<file path="config.mk">
export PLATFORM = sky130hd
export DESIGN_NAME = utf8_stream_validator_flat
export DESIGN_NICKNAME = d
export VERILOG_FILES = /design/src/sv/utf8v_pkg.sv /design/src/sv/utf8v_ifs.sv /design/src/sv/utf8_stream_validator.sv /design/src/flat_wrapper.sv
export SDC_FILE = /design/constraint.sdc
export NUM_CORES = 1
export LEC_CHECK = 0
export ABC_AREA = 0
export BUFFER_PORTS_ARGS = -buffer_cell sky130_fd_sc_hd__buf_4
export CAP_MARGIN = 0
export CORE_AREA = 2 2 39 41
export DETAILED_ROUTE_END_ITERATION = 16
export DIE_AREA = 0 0 41 43
export GPL_ROUTABILITY_DRIVEN = 0
export PLACE_DENSITY = 0.74
export REMOVE_ABC_BUFFERS = 1
export SLEW_MARGIN = 40
export SYNTH_ARGS = -nofsm -noshare
export SYNTH_HDL_FRONTEND = slang
export SYNTH_SLANG_ARGS = --single-unit
</file>
<file path="constraint.sdc">
create_clock -name clk -period 4.1 [get_ports clk]
set_input_delay 0.41 -clock clk [delete_from_list [all_inputs] [get_ports clk]]
set_output_delay 0.41 -clock clk [all_outputs]
set_load 0.005 [all_outputs]
</file>
<file path="src/sv/utf8v_pkg.sv">
// Shared types and constants for the UTF-8 stream validator.
package utf8v_pkg;

  localparam int unsigned ByteW = 8;

  // Allowed range for the next continuation byte
  typedef enum logic [2:0] {
    RANGE_NORMAL = 3'd0,  // 80-BF
    RANGE_A0_BF  = 3'd1,  // after E0
    RANGE_80_9F  = 3'd2,  // after ED
    RANGE_90_BF  = 3'd3,  // after F0
    RANGE_80_8F  = 3'd4   // after F4
  } range_class_t;

  typedef logic [1:0] pending_t;

  localparam logic [ByteW-1:0] CHAR_TAB   = 8'h09;
  localparam logic [ByteW-1:0] CHAR_LF    = 8'h0A;
  localparam logic [ByteW-1:0] CHAR_CR    = 8'h0D;
  localparam logic [ByteW-1:0] PRINT_LO   = 8'h20;
  localparam logic [ByteW-1:0] PRINT_HI   = 8'h7E;
  localparam logic [ByteW-1:0] LEAD2_LO   = 8'hC2;
  localparam logic [ByteW-1:0] LEAD2_HI   = 8'hDF;
  localparam logic [ByteW-1:0] LEAD3_LO   = 8'hE0;
  localparam logic [ByteW-1:0] LEAD3_SURR = 8'hED;
  localparam logic [ByteW-1:0] LEAD3_HI   = 8'hEF;
  localparam logic [ByteW-1:0] LEAD4_LO   = 8'hF0;
  localparam logic [ByteW-1:0] LEAD4_HI   = 8'hF4;
  localparam logic [ByteW-1:0] CONT_LO    = 8'h80;
  localparam logic [ByteW-1:0] CONT_8F    = 8'h8F;
  localparam logic [ByteW-1:0] CONT_90    = 8'h90;
  localparam logic [ByteW-1:0] CONT_9F    = 8'h9F;
  localparam logic [ByteW-1:0] CONT_A0    = 8'hA0;
  localparam logic [ByteW-1:0] CONT_HI    = 8'hBF;

endpackage

</file>
<file path="src/sv/utf8v_ifs.sv">
// Valid/ready channel interfaces for string bytes and verdicts.
interface utf8v_byte_if;
  logic                        valid;
  logic                        ready;
  logic [utf8v_pkg::ByteW-1:0] data_byte;
  logic                        last;

  modport source (output valid, output data_byte, output last, input ready);
  modport sink   (input valid, input data_byte, input last, output ready);
endinterface

interface utf8v_verdict_if;
  logic valid;
  logic ready;
  logic is_valid;

  modport source (output valid, output is_valid, input ready);
  modport sink   (input valid, input is_valid, output ready);
endinterface

</file>
<file path="src/sv/utf8_stream_validator.sv">
// Strict restricted UTF-8 validator, one byte per item, verdict on the last byte.
//
// Channels: bytes (sink) carries data_byte and last; verdict (source) carries
// is_valid. Both use valid/ready; an item moves when valid and ready are high
// at a rising edge of clk.
// Every byte without last updates the pending count, the next-byte range class and
// the sticky error flag when it is accepted. A byte with last clears them and loads
// the verdict register, so is_valid appears in the cycle after that byte is accepted.
// Throughput is one byte per cycle; the only limit is the single-entry verdict
// register, which takes a new verdict in the same cycle the old one leaves.
// Bytes without last produce no item and are accepted regardless of the
// verdict channel; a byte with last waits only while a verdict is held.
// If the receiver stalls, the verdict holds and bytes.ready drops while a
// byte with last is offered.
// Synchronous reset (rst high) clears the string state and empties the
// verdict register. After each verdict the string state returns to reset.
// Empty strings cannot be presented and give no verdict.
module utf8_stream_validator (
  input  logic                    clk,
  input  logic                    rst,
  utf8v_byte_if.sink              bytes,
  utf8v_verdict_if.source         verdict
);

  utf8v_pkg::pending_t     pending_count, pending_count_next;
  utf8v_pkg::range_class_t next_range_class, next_range_class_next;
  logic                    error_seen, error_seen_next;
  logic                    out_valid;
  logic                    out_is_valid;

  logic                    accept;
  logic                    cont_ok;
  logic                    str_ok;
  logic [utf8v_pkg::ByteW-1:0] b;

  assign b = bytes.data_byte;

  // Last byte needs a free verdict slot; other bytes go straight through.
  assign bytes.ready = !bytes.last || !out_valid || verdict.ready;
  assign accept      = bytes.valid && bytes.ready;

  always_comb begin
    case (next_range_class)
      utf8v_pkg::RANGE_A0_BF: cont_ok = b inside {[utf8v_pkg::CONT_A0:utf8v_pkg::CONT_HI]};
      utf8v_pkg::RANGE_80_9F: cont_ok = b inside {[utf8v_pkg::CONT_LO:utf8v_pkg::CONT_9F]};
      utf8v_pkg::RANGE_90_BF: cont_ok = b inside {[utf8v_pkg::CONT_90:utf8v_pkg::CONT_HI]};
      utf8v_pkg::RANGE_80_8F: cont_ok = b inside {[utf8v_pkg::CONT_LO:utf8v_pkg::CONT_8F]};
      default:                cont_ok = b inside {[utf8v_pkg::CONT_LO:utf8v_pkg::CONT_HI]};
    endcase
  end

  always_comb begin
    pending_count_next    = pending_count;
    next_range_class_next = next_range_class;
    error_seen_next       = error_seen;
    if (!error_seen) begin
      next_range_class_next = utf8v_pkg::RANGE_NORMAL;
      if (pending_count != 2'd0) begin
        if (cont_ok) begin
          pending_count_next = pending_count - 2'd1;
        end else begin
          error_seen_next    = 1'b1;
          pending_count_next = 2'd0;
        end
      end else if (b inside {utf8v_pkg::CHAR_TAB, utf8v_pkg::CHAR_LF, utf8v_pkg::CHAR_CR,
                             [utf8v_pkg::PRINT_LO:utf8v_pkg::PRINT_HI]}) begin
        pending_count_next = 2'd0;
      end else if (b inside {[utf8v_pkg::LEAD2_LO:utf8v_pkg::LEAD2_HI]}) begin
        pending_count_next = 2'd1;
      end else if (b inside {[utf8v_pkg::LEAD3_LO:utf8v_pkg::LEAD3_HI]}) begin
        pending_count_next = 2'd2;
        if (b == utf8v_pkg::LEAD3_LO) begin
          next_range_class_next = utf8v_pkg::RANGE_A0_BF;
        end else if (b == utf8v_pkg::LEAD3_SURR) begin
          next_range_class_next = utf8v_pkg::RANGE_80_9F;
        end
      end else if (b inside {[utf8v_pkg::LEAD4_LO:utf8v_pkg::LEAD4_HI]}) begin
        pending_count_next = 2'd3;
        if (b == utf8v_pkg::LEAD4_LO) begin
          next_range_class_next = utf8v_pkg::RANGE_90_BF;
        end else if (b == utf8v_pkg::LEAD4_HI) begin
          next_range_class_next = utf8v_pkg::RANGE_80_8F;
        end
      end else begin
        pending_count_next = 2'd0;
        error_seen_next    = 1'b1;
      end
    end
  end

  // Truncated sequences count as invalid.
  assign str_ok = !error_seen_next && (pending_count_next == 2'd0);

  always_ff @(posedge clk) begin
    if (rst) begin
      pending_count    <= 2'd0;
      next_range_class <= utf8v_pkg::RANGE_NORMAL;
      error_seen       <= 1'b0;
    end else if (accept) begin
      if (bytes.last) begin
        pending_count    <= 2'd0;
        next_range_class <= utf8v_pkg::RANGE_NORMAL;
        error_seen       <= 1'b0;
      end else begin
        pending_count    <= pending_count_next;
        next_range_class <= next_range_class_next;
        error_seen       <= error_seen_next;
      end
    end
  end

  always_ff @(posedge clk) begin
    if (rst) begin
      out_valid <= 1'b0;
    end else if (accept && bytes.last) begin
      out_valid <= 1'b1;
    end else if (verdict.ready) begin
      out_valid <= 1'b0;
    end
  end

  always_ff @(posedge clk) begin
    if (accept && bytes.last) begin
      out_is_valid <= str_ok;
    end
  end

  assign verdict.valid    = out_valid;
  assign verdict.is_valid = out_is_valid;

  a_err_clears_pending: assert property (@(posedge clk) disable iff (rst)
    error_seen |-> (pending_count == 2'd0))
    else $error("error flag set with continuation bytes pending");

  a_narrow_range_pending: assert property (@(posedge clk) disable iff (rst)
    (next_range_class != utf8v_pkg::RANGE_NORMAL) |->
      (pending_count == 2'd2 || pending_count == 2'd3))
    else $error("narrow range class outside a sequence start");

  a_last_clears_state: assert property (@(posedge clk) disable iff (rst)
    (accept && bytes.last) |=>
      (pending_count == 2'd0 && !error_seen &&
       next_range_class == utf8v_pkg::RANGE_NORMAL))
    else $error("string state not cleared after last byte");

  a_last_gives_verdict: assert property (@(posedge clk) disable iff (rst)
    (accept && bytes.last) |=> (verdict.valid && verdict.is_valid == $past(str_ok)))
    else $error("verdict missing or wrong after last byte");

endmodule
</file>
<file path="src/flat_wrapper.sv">
// flat-port wrapper written by rule: the top's interface ports become plain ports
module utf8_stream_validator_flat 
  (clk, rst, bytes_valid, bytes_data_byte, bytes_last, bytes_ready, verdict_valid, verdict_is_valid, verdict_ready);
  utf8v_byte_if bytes_i ();
  utf8v_verdict_if verdict_i ();
  input  logic clk;
  input  logic rst;
  input wire logic [$bits(bytes_i.valid)-1:0] bytes_valid;
  input wire logic [$bits(bytes_i.data_byte)-1:0] bytes_data_byte;
  input wire logic [$bits(bytes_i.last)-1:0] bytes_last;
  output wire logic [$bits(bytes_i.ready)-1:0] bytes_ready;
  output wire logic [$bits(verdict_i.valid)-1:0] verdict_valid;
  output wire logic [$bits(verdict_i.is_valid)-1:0] verdict_is_valid;
  input wire logic [$bits(verdict_i.ready)-1:0] verdict_ready;
  assign bytes_i.valid = bytes_valid;
  assign bytes_i.data_byte = bytes_data_byte;
  assign bytes_i.last = bytes_last;
  assign bytes_ready = bytes_i.ready;
  assign verdict_valid = verdict_i.valid;
  assign verdict_is_valid = verdict_i.is_valid;
  assign verdict_i.ready = verdict_ready;
  utf8_stream_validator u_core (.clk(clk), .rst(rst), .bytes(bytes_i), .verdict(verdict_i));
endmodule
</file>
==> flow_metrics.env, run 1 <==
export IMPL_finalSetupTns_ps=0
export IMPL_comb_power_share=0.240
export IMPL_io_pins=16
export IMPL_hpwlAfterDp_mm=1.18
export IMPL_path_clk_slew_ps=70
export IMPL_antenna_cells=0
export IMPL_wl_mm=1.54
export IMPL_wire_per_inst_um=13.2
export IMPL_path_cells="inv_1 > ha_1 > and4_2 > a221o_2 > nor4_2"
export IMPL_outcome="completed"
export IMPL_setup_viol=0
export IMPL_yosys_warnings=0
export IMPL_vias_per_cell=6.17
export IMPL_maxSlewViolCount=0
export IMPL_end_kind="flop"
export IMPL_clock_path_buffers=2
export IMPL_dieHeight_um=43
export IMPL_cpMaxStageDelayCell="a221o_2"
export IMPL_nNetsFinal=116
export IMPL_cts_sinks=8
export IMPL_clkPwrFrac=0.339
export IMPL_die_w_um=41
export IMPL_rr_endpoint="u_core.verdict.is_valid"
export IMPL_hp_start="rst"
export IMPL_timing_fmax_mhz=603
export IMPL_cpPeakStageDelay_ps=380
export IMPL_antenna_found_initial=0
export IMPL_rsz0062_at_grt="false"
export IMPL_drt_first_pass_iters=4
export IMPL_ff2ff_setup_slack_ps=2440
export IMPL_seq_power_share=0.421
export IMPL_detail_route_antenna_nets=0
export IMPL_start_kind="flop"
export IMPL_ys_seq_area_frac=0.265
export IMPL_p_sw_frac=0.291
export IMPL_cts_tree="built"
export IMPL_layout_drive_gt1_share=0.248
export IMPL_holdBufCountCts=0
export IMPL_final_hold_violation_count=0
export IMPL_worst_path_max_fanout=7
export IMPL_internal_power_uw=142
export IMPL_cts_resized_gates=0
export IMPL_syn_area_per_cell_um2=7.55
export IMPL_r2r_cells=5
export IMPL_p_sw_uw=58.1
export IMPL_core_area_um2=1380
export IMPL_drc_errors=0
export IMPL_start_util=0.464
export IMPL_synth_seq_cells=8
export IMPL_grt_max_degree=11
export IMPL_fin_crit_sh=0.405
export IMPL_synth_cell_area_um2=642
export IMPL_cts_root_buf="clkbuf_4"
export IMPL_relSlewSlack=0.783
export IMPL_grt_pass1_vias=642
export IMPL_grt_remaining_overflow=0
export IMPL_grt_first_pass_wirelength_mm=2.56
export IMPL_fin_crit_ps=1660
export IMPL_port_buffers=15
export IMPL_leakage_uw=0.000305
export IMPL_area_growth_pct=20.7
export IMPL_crit_type="reg2reg"
export IMPL_skew_ps=17.6
export IMPL_fp_row_count=14
export IMPL_whs_ps=358
export IMPL_dr_total_vias=722
export IMPL_cp_data_arrival_time_ps=1750
export IMPL_die_area_um2=1760
export IMPL_yosys_cell_types_count=35
export IMPL_required_ps=4190
export IMPL_p_per_area_nw_per_um2=258
export IMPL_drt_iter0_markers=49
export IMPL_grtUsageTotal=0.212
export IMPL_cap_violations=0
export IMPL_insertion_delay_ps=270
export IMPL_syn_inst=85
export IMPL_rr_startpoint="u_core.pending_count[0]"
export IMPL_worstHoldPathCells=2
export IMPL_min_path_type="in2reg"
export IMPL_cts_setup_buffers=0
export IMPL_min_to="u_core.verdict.valid"
export IMPL_numCtsBuffers=3
export IMPL_peakVddDrop_v=0.000134
export IMPL_tightest_slew_ps=321
export IMPL_htree_num_levels=1
## power by group through the flow
stage | registers [µW] | clock network, µW | logic (µW)
2_1_floorplan | 85.4 | 0 | 23.7
3_3_place_gp | 85.6 | 0 | 46.9
3_5_place_dp | 85.7 | 0 | 47.3
4_1_cts | 84.1 | 69.1 | 47.5
5_1_grt | 84.4 | 73.8 | 53.3
6_report | 84.1 | 67.8 | 47.9
## critical path, delay by kind of cell, from the launching register on
family,cells,cell delay [ps]
and+or+nand+nor,2,420
AOI/OAI and AO/OA,1,380
adders and majority gates,1,270
DFF,1,350
buffers and inverters,1,60
## worst max path at each step
stage | startpoint | endpoint | slack [ps] | cells past startpoint
6_report | u_core.pending_count[0] | u_core.verdict.is_valid | 2440 | 5
5_1_grt | u_core.pending_count[0] | u_core.verdict.is_valid | 2380 | 5
4_1_cts | u_core.pending_count[0] | u_core.verdict.is_valid | 2500 | 5
3_5_place_dp | bytes_data_byte[5] | u_core.verdict.is_valid | 2300 | 6
3_3_place_gp | bytes_data_byte[5] | u_core.verdict.is_valid | 2370 | 6
2_1_floorplan | bytes_data_byte[4] | u_core.verdict.is_valid | 2580 | 5
## metal layers
metal	routed length [µm]	global-route usage	vias to the layer above
li1	-	-	357
met1	669	0.254	331
met2	712	0.319	29
met3	134	0.0628	5
met4	25	0.120	0
met5	0	0	-
## sequential cells by signal (all words and copies together), names as in the netlist
name                     cells
u_core.pending_count         2
u_core.next_range_class      3
u_core.verdict.is_valid      1
u_core.error_seen            1
u_core.verdict.valid         1
## cells in the final DEF, fill, tap and decap left out, types with 2 or more instances in the layout
cell type / synthesis / routed
a21oi_1: 6 / 6
dfxtp_1: 7 / 7
nand3_1: 2 / 2
buf_4: 0 / 15
a211oi_2: 2 / 2
nor3_1: 4 / 4
nor2_1: 13 / 13
a22oi_1: 4 / 4
o21ai_0: 4 / 4
nand4_1: 5 / 5
inv_1: 5 / 5
o22ai_1: 2 / 2
nand2_1: 7 / 7
clkbuf_4: 0 / 3
## final cells by class
cell class	count	area, µm²
clock buffers	4	26.3
fillers	135	609
inverters	5	18.8
multi-input cells	69	427
flip-flops and latches	8	170
well taps	16	20.0
repair buffers	15	113
## synth_stat cells
cell type | number | area, µm²
a32o_1 | 1 | 10.0
nor3_1 | 4 | 20.0
a211o_1 | 1 | 8.76
nand3_1 | 2 | 10.0
a22o_1 | 1 | 8.76
and4_2 | 1 | 10.0
o22ai_1 | 2 | 12.5
a22oi_1 | 4 | 30.0
a31o_2 | 1 | 8.76
o21bai_1 | 1 | 7.51
o32ai_1 | 1 | 8.76
nor4b_1 | 1 | 8.76
nand2b_1 | 1 | 6.26
nor2b_1 | 1 | 6.26
clkbuf_1 | 1 | 3.75
inv_1 | 5 | 18.8
nand2_1 | 7 | 26.3
a211oi_2 | 2 | 25.0
buf_6 | 2 | 22.5
nand4_1 | 5 | 31.3
nor4_2 | 1 | 12.5
o21a_1 | 1 | 7.51
and3_1 | 1 | 6.26
nor4bb_1 | 1 | 10.0
ha_1 | 1 | 12.5
edfxtp_1 | 1 | 30.0
or2_2 | 1 | 6.26
dfxtp_1 | 7 | 140
and2_1 | 1 | 6.26
a21oi_1 | 6 | 30.0
nor2_1 | 13 | 48.8
a221o_2 | 1 | 11.3
o21ai_0 | 4 | 20.0
nand4b_1 | 1 | 8.76
a21o_1 | 1 | 7.51
## kinds of logic after synthesis
family                   synth area share
buffers and inverters              0.0702
AO/OA/AOI/OAI                       0.306
AND/OR/NAND/NOR                     0.339
adder cells (fa/ha/maj)            0.0195
flip-flops                          0.265
## metrics by stage
| step | setup slack, ps | utilization | std cells | total power (µW) | instance area, µm² |
|---|---|---|---|---|---|
| 2_1_floorplan | 2580 | - | 82 | 109 | 616 |
| 4_1_cts | 2500 | 0.560 | 117 | 201 | 774 |
| 3_3_place_gp | 2370 | 0.541 | 113 | 133 | 748 |
| 6_report | 2440 | 0.560 | 117 | 200 | 774 |
| 5_1_grt | 2380 | 0.560 | 117 | 211 | 774 |
| 3_5_place_dp | 2300 | 0.541 | 113 | 133 | 748 |
Power figures use the tool's default switching activity.
==> inputs of run 2 (changes only) <==
CORE_AREA = not set   (was 2 2 39 41)
CORE_UTILIZATION = 45   (was not set)
DIE_AREA = not set   (was 0 0 41 43)
PLACE_DENSITY = 0.73   (was 0.74)
clock period = 1.42 ns   (was 4.1 ns; I/O delays follow)
==> run 2 against run 1 <==
  * Highest routed layer unchanged
  * Wire length grew 16%
  * The run now ends with negative setup slack left
  * Final cell count up 4.3%
  * Setup slack got worse by 2500 ps
==> flow_metrics.env, run 2 (synthesis gave the netlist of run 1 again) <==
export IMPL_grt_pass1_vias=592
export IMPL_worstHoldPathCells=2
export IMPL_rsz0062_at_grt="true"
export IMPL_p_total_uw=598
export IMPL_internal_power_uw=422
export IMPL_skew_ps=14.9
export IMPL_cts_sinks=8
export IMPL_area_growth_pct=32.7
export IMPL_rr_startpoint="u_core.next_range_class[2]"
export IMPL_cp_data_arrival_time_ps=1600
export IMPL_grt_first_pass_wirelength_mm=2.49
export IMPL_finalSetupTns_ps=-81.9
export IMPL_hp_start="rst"
export IMPL_cts_setup_buffers=0
export IMPL_ff2ff_setup_slack_ps=-80
export IMPL_antenna_found_initial=0
export IMPL_maxSlewViolCount=0
export IMPL_r2r_cells=5
export IMPL_cts_tree="built"
export IMPL_whs_ps=99.5
export IMPL_grt_remaining_overflow=0
export IMPL_setup_viol=1
export IMPL_timing_fmax_mhz=666
export IMPL_path_clk_slew_ps=60
export IMPL_start_kind="flop"
export IMPL_htree_num_levels=1
export IMPL_nNetsFinal=122
export IMPL_clock_path_buffers=2
export IMPL_p_per_area_nw_per_um2=702
export IMPL_largest_register_ffs=3
export IMPL_start_util=0.487
export IMPL_die_w_um=39.8
export IMPL_min_path_type="in2reg"
export IMPL_outcome="finished, violations left"
export IMPL_leakage_uw=0.000343
export IMPL_fin_crit_sh=1.06
export IMPL_io_pins=16
export IMPL_port_buffers=15
export IMPL_insertion_delay_ps=270
export IMPL_peakVddDrop_v=0.000416
export IMPL_wire_per_inst_um=14.7
export IMPL_min_to="u_core.pending_count[1]"
export IMPL_core_area_um2=1320
export IMPL_grt_max_degree=9
export IMPL_cap_violations=0
export IMPL_vias_per_cell=5.91
export IMPL_drt_iter0_markers=28
export IMPL_tightest_slew_ps=374
export IMPL_clkPwrFrac=0.327
export IMPL_cts_root_buf="clkbuf_4"
export IMPL_setup_ws_ps=-81.9
export IMPL_required_ps=1520
export IMPL_p_sw_uw=176
export IMPL_hpwlAfterDp_mm=1.26
export IMPL_dieHeight_um=39.8
export IMPL_dr_total_vias=721
export IMPL_worst_path_max_fanout=5
export IMPL_final_hold_violation_count=0
export IMPL_grtUsageTotal=0.242
export IMPL_comb_power_share=0.268
export IMPL_final_common_cell="buf_4"
export IMPL_crit_type="reg2reg"
export IMPL_regMostFlops="u_core.next_range_class"
export IMPL_wl_mm=1.79
export IMPL_rr_endpoint="u_core.verdict.is_valid"
export IMPL_violations="negative setup slack"
export IMPL_numCtsBuffers=3
export IMPL_layout_drive_gt1_share=0.346
export IMPL_reg_largest_list="u_core.next_range_class x3, u_core.pending_count x2"
export IMPL_antenna_cells=0
export IMPL_fin_crit_ps=1500
export IMPL_relSlewSlack=0.748
export IMPL_end_kind="flop"
export IMPL_fp_row_count=13
export IMPL_startpoint="u_core.next_range_class[2]"
export IMPL_seq_power_share=0.405
export IMPL_dp_slack_ps=-117
export IMPL_drt_first_pass_iters=4
export IMPL_drc_errors=0
export IMPL_detail_route_antenna_nets=0
export IMPL_p_sw_frac=0.295
export IMPL_final_cell_mix="buf_4, nor2_1, nand2_1, a21oi_1, dfxtp_1"
export IMPL_die_area_um2=1580
[run 2: cell type report]
type | count | area (µm²)
clock buffers | 4 | 26.3
repair buffers | 21 | 161
inverters | 5 | 18.8
flip-flops and latches | 8 | 171
well taps | 15 | 18.8
multi-input cells | 69 | 455
fillers | 128 | 465
[run 2: layer usage]
layer,wire (µm),GRT usage,up-vias
met5,0,0,-
met4,29,0.0517,0
met3,103,0.102,2
met1,772,0.297,321
li1,-,-,369
met2,888,0.385,29
[run 2: worst max-delay path by stage]
| stage | end | slack (ps) | cells past startpoint |
|---|---|---|---|
| finish | u_core.verdict.is_valid | -80 | 5 |
| global route | u_core.verdict.is_valid | -190 | 5 |
| CTS | u_core.verdict.is_valid | -80 | 5 |
| detailed placement | u_core.verdict.is_valid | -120 | 5 |
| global placement | u_core.verdict.is_valid | -60 | 5 |
| floorplan | u_core.verdict.is_valid | -70 | 5 |
[run 2: worst max-delay path, cell delays in order (launching register included)]
cell and delay (ps):
dfxtp_1 340, a211oi_2 220, a21oi_1 100, a211oi_4 330
o22ai_2 120, nor4_2 240
[run 2: stage by stage]
| stage | utilization | instances | instance area, µm² |
|---|---|---|---|
| floorplan | - | 82 | 616 |
| global placement | 0.601 | 118 | 792 |
| detailed placement | 0.601 | 118 | 792 |
| CTS | 0.627 | 122 | 826 |
| global route | 0.647 | 122 | 852 |
| finish | 0.647 | 122 | 852 |
[run 2: power by group through the flow]
stage	Combinational [µW]	Clock (µW)	Sequential [µW]
6_report	160	195	242
5_1_grt	175	207	243
4_1_cts	152	197	242
3_5_place_dp	149	0	247
3_3_place_gp	147	0	247
2_1_floorplan	68.5	0	247
[run 2: what timing repair did]
item / in CTS / in global routing
hold buffers: 0 / 0
gates resized for setup: 2 / 6
pin swaps: 2 / 4
endpoints found under the setup margin: 1 / 6
==> inputs of run 3 (changes only) <==
CTS_BUF_LIST = sky130_fd_sc_hd__clkbuf_8 sky130_fd_sc_hd__clkbuf_16   (was not set)
SKIP_CTS_REPAIR_TIMING = 1   (was not set)
==> run 3 against run 2 <==
  * The flow still finishes with violations (negative setup slack)
  * Combinational power barely moved
  * Worst hold slack better by 41 ps
  * Total power up 14%
  * Wire length up 0.89%
  * Register-to-register slack worse by 20 ps
  * Clock-buffer cell count down 1
  * Final area increased by 2.1%
  * Critical path type unchanged
  * Critical endpoint unchanged
  * Largest cell class unchanged
==> flow_metrics.env, run 3 (synthesis gave the netlist of run 1 again) <==
export IMPL_wl_mm=1.81
export IMPL_io_pins=16
export IMPL_end_kind="flop"
export IMPL_dpl_cell_area_um2=792
export IMPL_insertion_delay_ps=230
export IMPL_die_w_um=39.8
export IMPL_worst_path_max_fanout=4
export IMPL_fp_row_count=13
export IMPL_hpwlAfterDp_mm=1.26
export IMPL_wire_per_inst_um=14.8
export IMPL_fin_crit_ps=1520
export IMPL_grtUsageTotal=0.237
export IMPL_path_cells="a211o_1 > nand4b_1 > a211oi_4 > a221o_2 > nor4_2"
export IMPL_crit_buf_inv=0
export IMPL_path_clk_slew_ps=40
export IMPL_antenna_cells=0
export IMPL_outcome="finished, violations left"
export IMPL_grt_first_pass_wirelength_mm=2.50
export IMPL_die_area_um2=1580
export IMPL_final_common_cell="buf_4"
export IMPL_maxSlewViolCount=0
export IMPL_p_total_uw=680
export IMPL_drc_errors=0
export IMPL_cts_tree="built"
export IMPL_drt_first_pass_iters=4
export IMPL_drt_iter0_markers=36
export IMPL_required_ps=1480
export IMPL_htree_num_levels=1
export IMPL_grt_remaining_overflow=0
export IMPL_fin_crit_sh=1.07
export IMPL_cp_data_arrival_time_ps=1580
export IMPL_final_hold_violation_count=0
export IMPL_numCtsBuffers=3
export IMPL_startpoint="u_core.next_range_class[1]"
export IMPL_start_util=0.487
export IMPL_cpPeakStageDelay_ps=370
export IMPL_port_buffers=15
export IMPL_cap_violations=0
export IMPL_antenna_found_initial=0
export IMPL_final_area_um2=870
export IMPL_largest_register_ffs=3
export IMPL_reg_largest_list="u_core.next_range_class x3, u_core.pending_count x2"
export IMPL_timing_fmax_mhz=657
export IMPL_fillers=123
export IMPL_setup_viol=1
export IMPL_regMostFlops="u_core.next_range_class"
export IMPL_violations="negative setup slack"
export IMPL_crit_family="compound AO/OA/AOI/OAI gates"
export IMPL_utilization=0.660
export IMPL_whs_ps=141
export IMPL_hp_start="rst"
export IMPL_rsz0062_at_grt="true"
export IMPL_crit_type="reg2reg"
export IMPL_tightest_slew_ps=351
export IMPL_p_per_area_nw_per_um2=782
export IMPL_setup_ws_ps=-101
export IMPL_core_area_um2=1320
export IMPL_cts_sinks=8
export IMPL_dieHeight_um=39.8
export IMPL_nNetsFinal=122
export IMPL_final_cell_mix="buf_4, nor2_1, nand2_1"
export IMPL_layout_drive_gt1_share=0.346
export IMPL_start_kind="flop"
export IMPL_peakVddDrop_v=0.000841
export IMPL_dr_total_vias=737
export IMPL_min_path_type="in2reg"
export IMPL_clock_path_buffers=2
export IMPL_cpMaxStageDelayCell="a221o_2"
export IMPL_skew_ps=7.68
export IMPL_cts_root_buf="clkbuf_8"
export IMPL_grt_max_degree=9
export IMPL_leakage_uw=0.000354
export IMPL_relSlewSlack=0.763
export IMPL_dp_slack_ps=-117
export IMPL_detail_route_antenna_nets=0
export IMPL_area_growth_pct=35.5
export IMPL_grt_pass1_vias=588
export IMPL_vias_per_cell=6.04
export IMPL_rr_startpoint="u_core.next_range_class[1]"
run 3: changes by cell type in the layout (fill, tap and decap cells not counted), sizes merged:
cell / before / now
clkbuf: 4 / 3
inv: 5 / 6
run 3: final timing paths:
| check | to | slack [ps] | cells after the start |
|---|---|---|---|
| max | u_core.verdict.is_valid | -100 | 5 |
| min | u_core.pending_count[1] | 140 | 2 |
| max reg2reg | u_core.verdict.is_valid | -100 | 5 |
| min reg2reg | u_core.next_range_class[1] | 550 | 2 |
run 3: where the power goes:
part	leakage, µW	switching (µW)	total, µW	internal [µW]
Clock	0.0000269	90.2	277	187
Combinational	0.000260	84.9	161	75.7
Sequential	0.0000671	5.29	242	236
run 3: final cells by class:
cell class | instances | area (µm²) | share of cell area
Multi-Input combinational cell | 69 | 455 | 0.524
Clock inverter | 1 | 3.75 | 0.00432
Timing Repair Buffer | 21 | 158 | 0.181
Clock buffer | 3 | 41.3 | 0.0475
Sequential cell | 8 | 174 | 0.200
Inverter | 5 | 18.8 | 0.0216
Tap cell | 15 | 18.8 | 0.0216
run 3: metrics by stage:
stage          setup TNS, ps  std cells
2_1_floorplan          -68.9         82
3_3_place_gp           -59.5        118
3_5_place_dp            -126        118
4_1_cts                 -118        122
5_1_grt                 -306        122
6_report                -101        122
run 3: per-layer routing:
metal	wire (µm)	GRT usage
met1	799	0.321
met2	902	0.365
met3	96	0.102
met4	12	0
met5	0	0
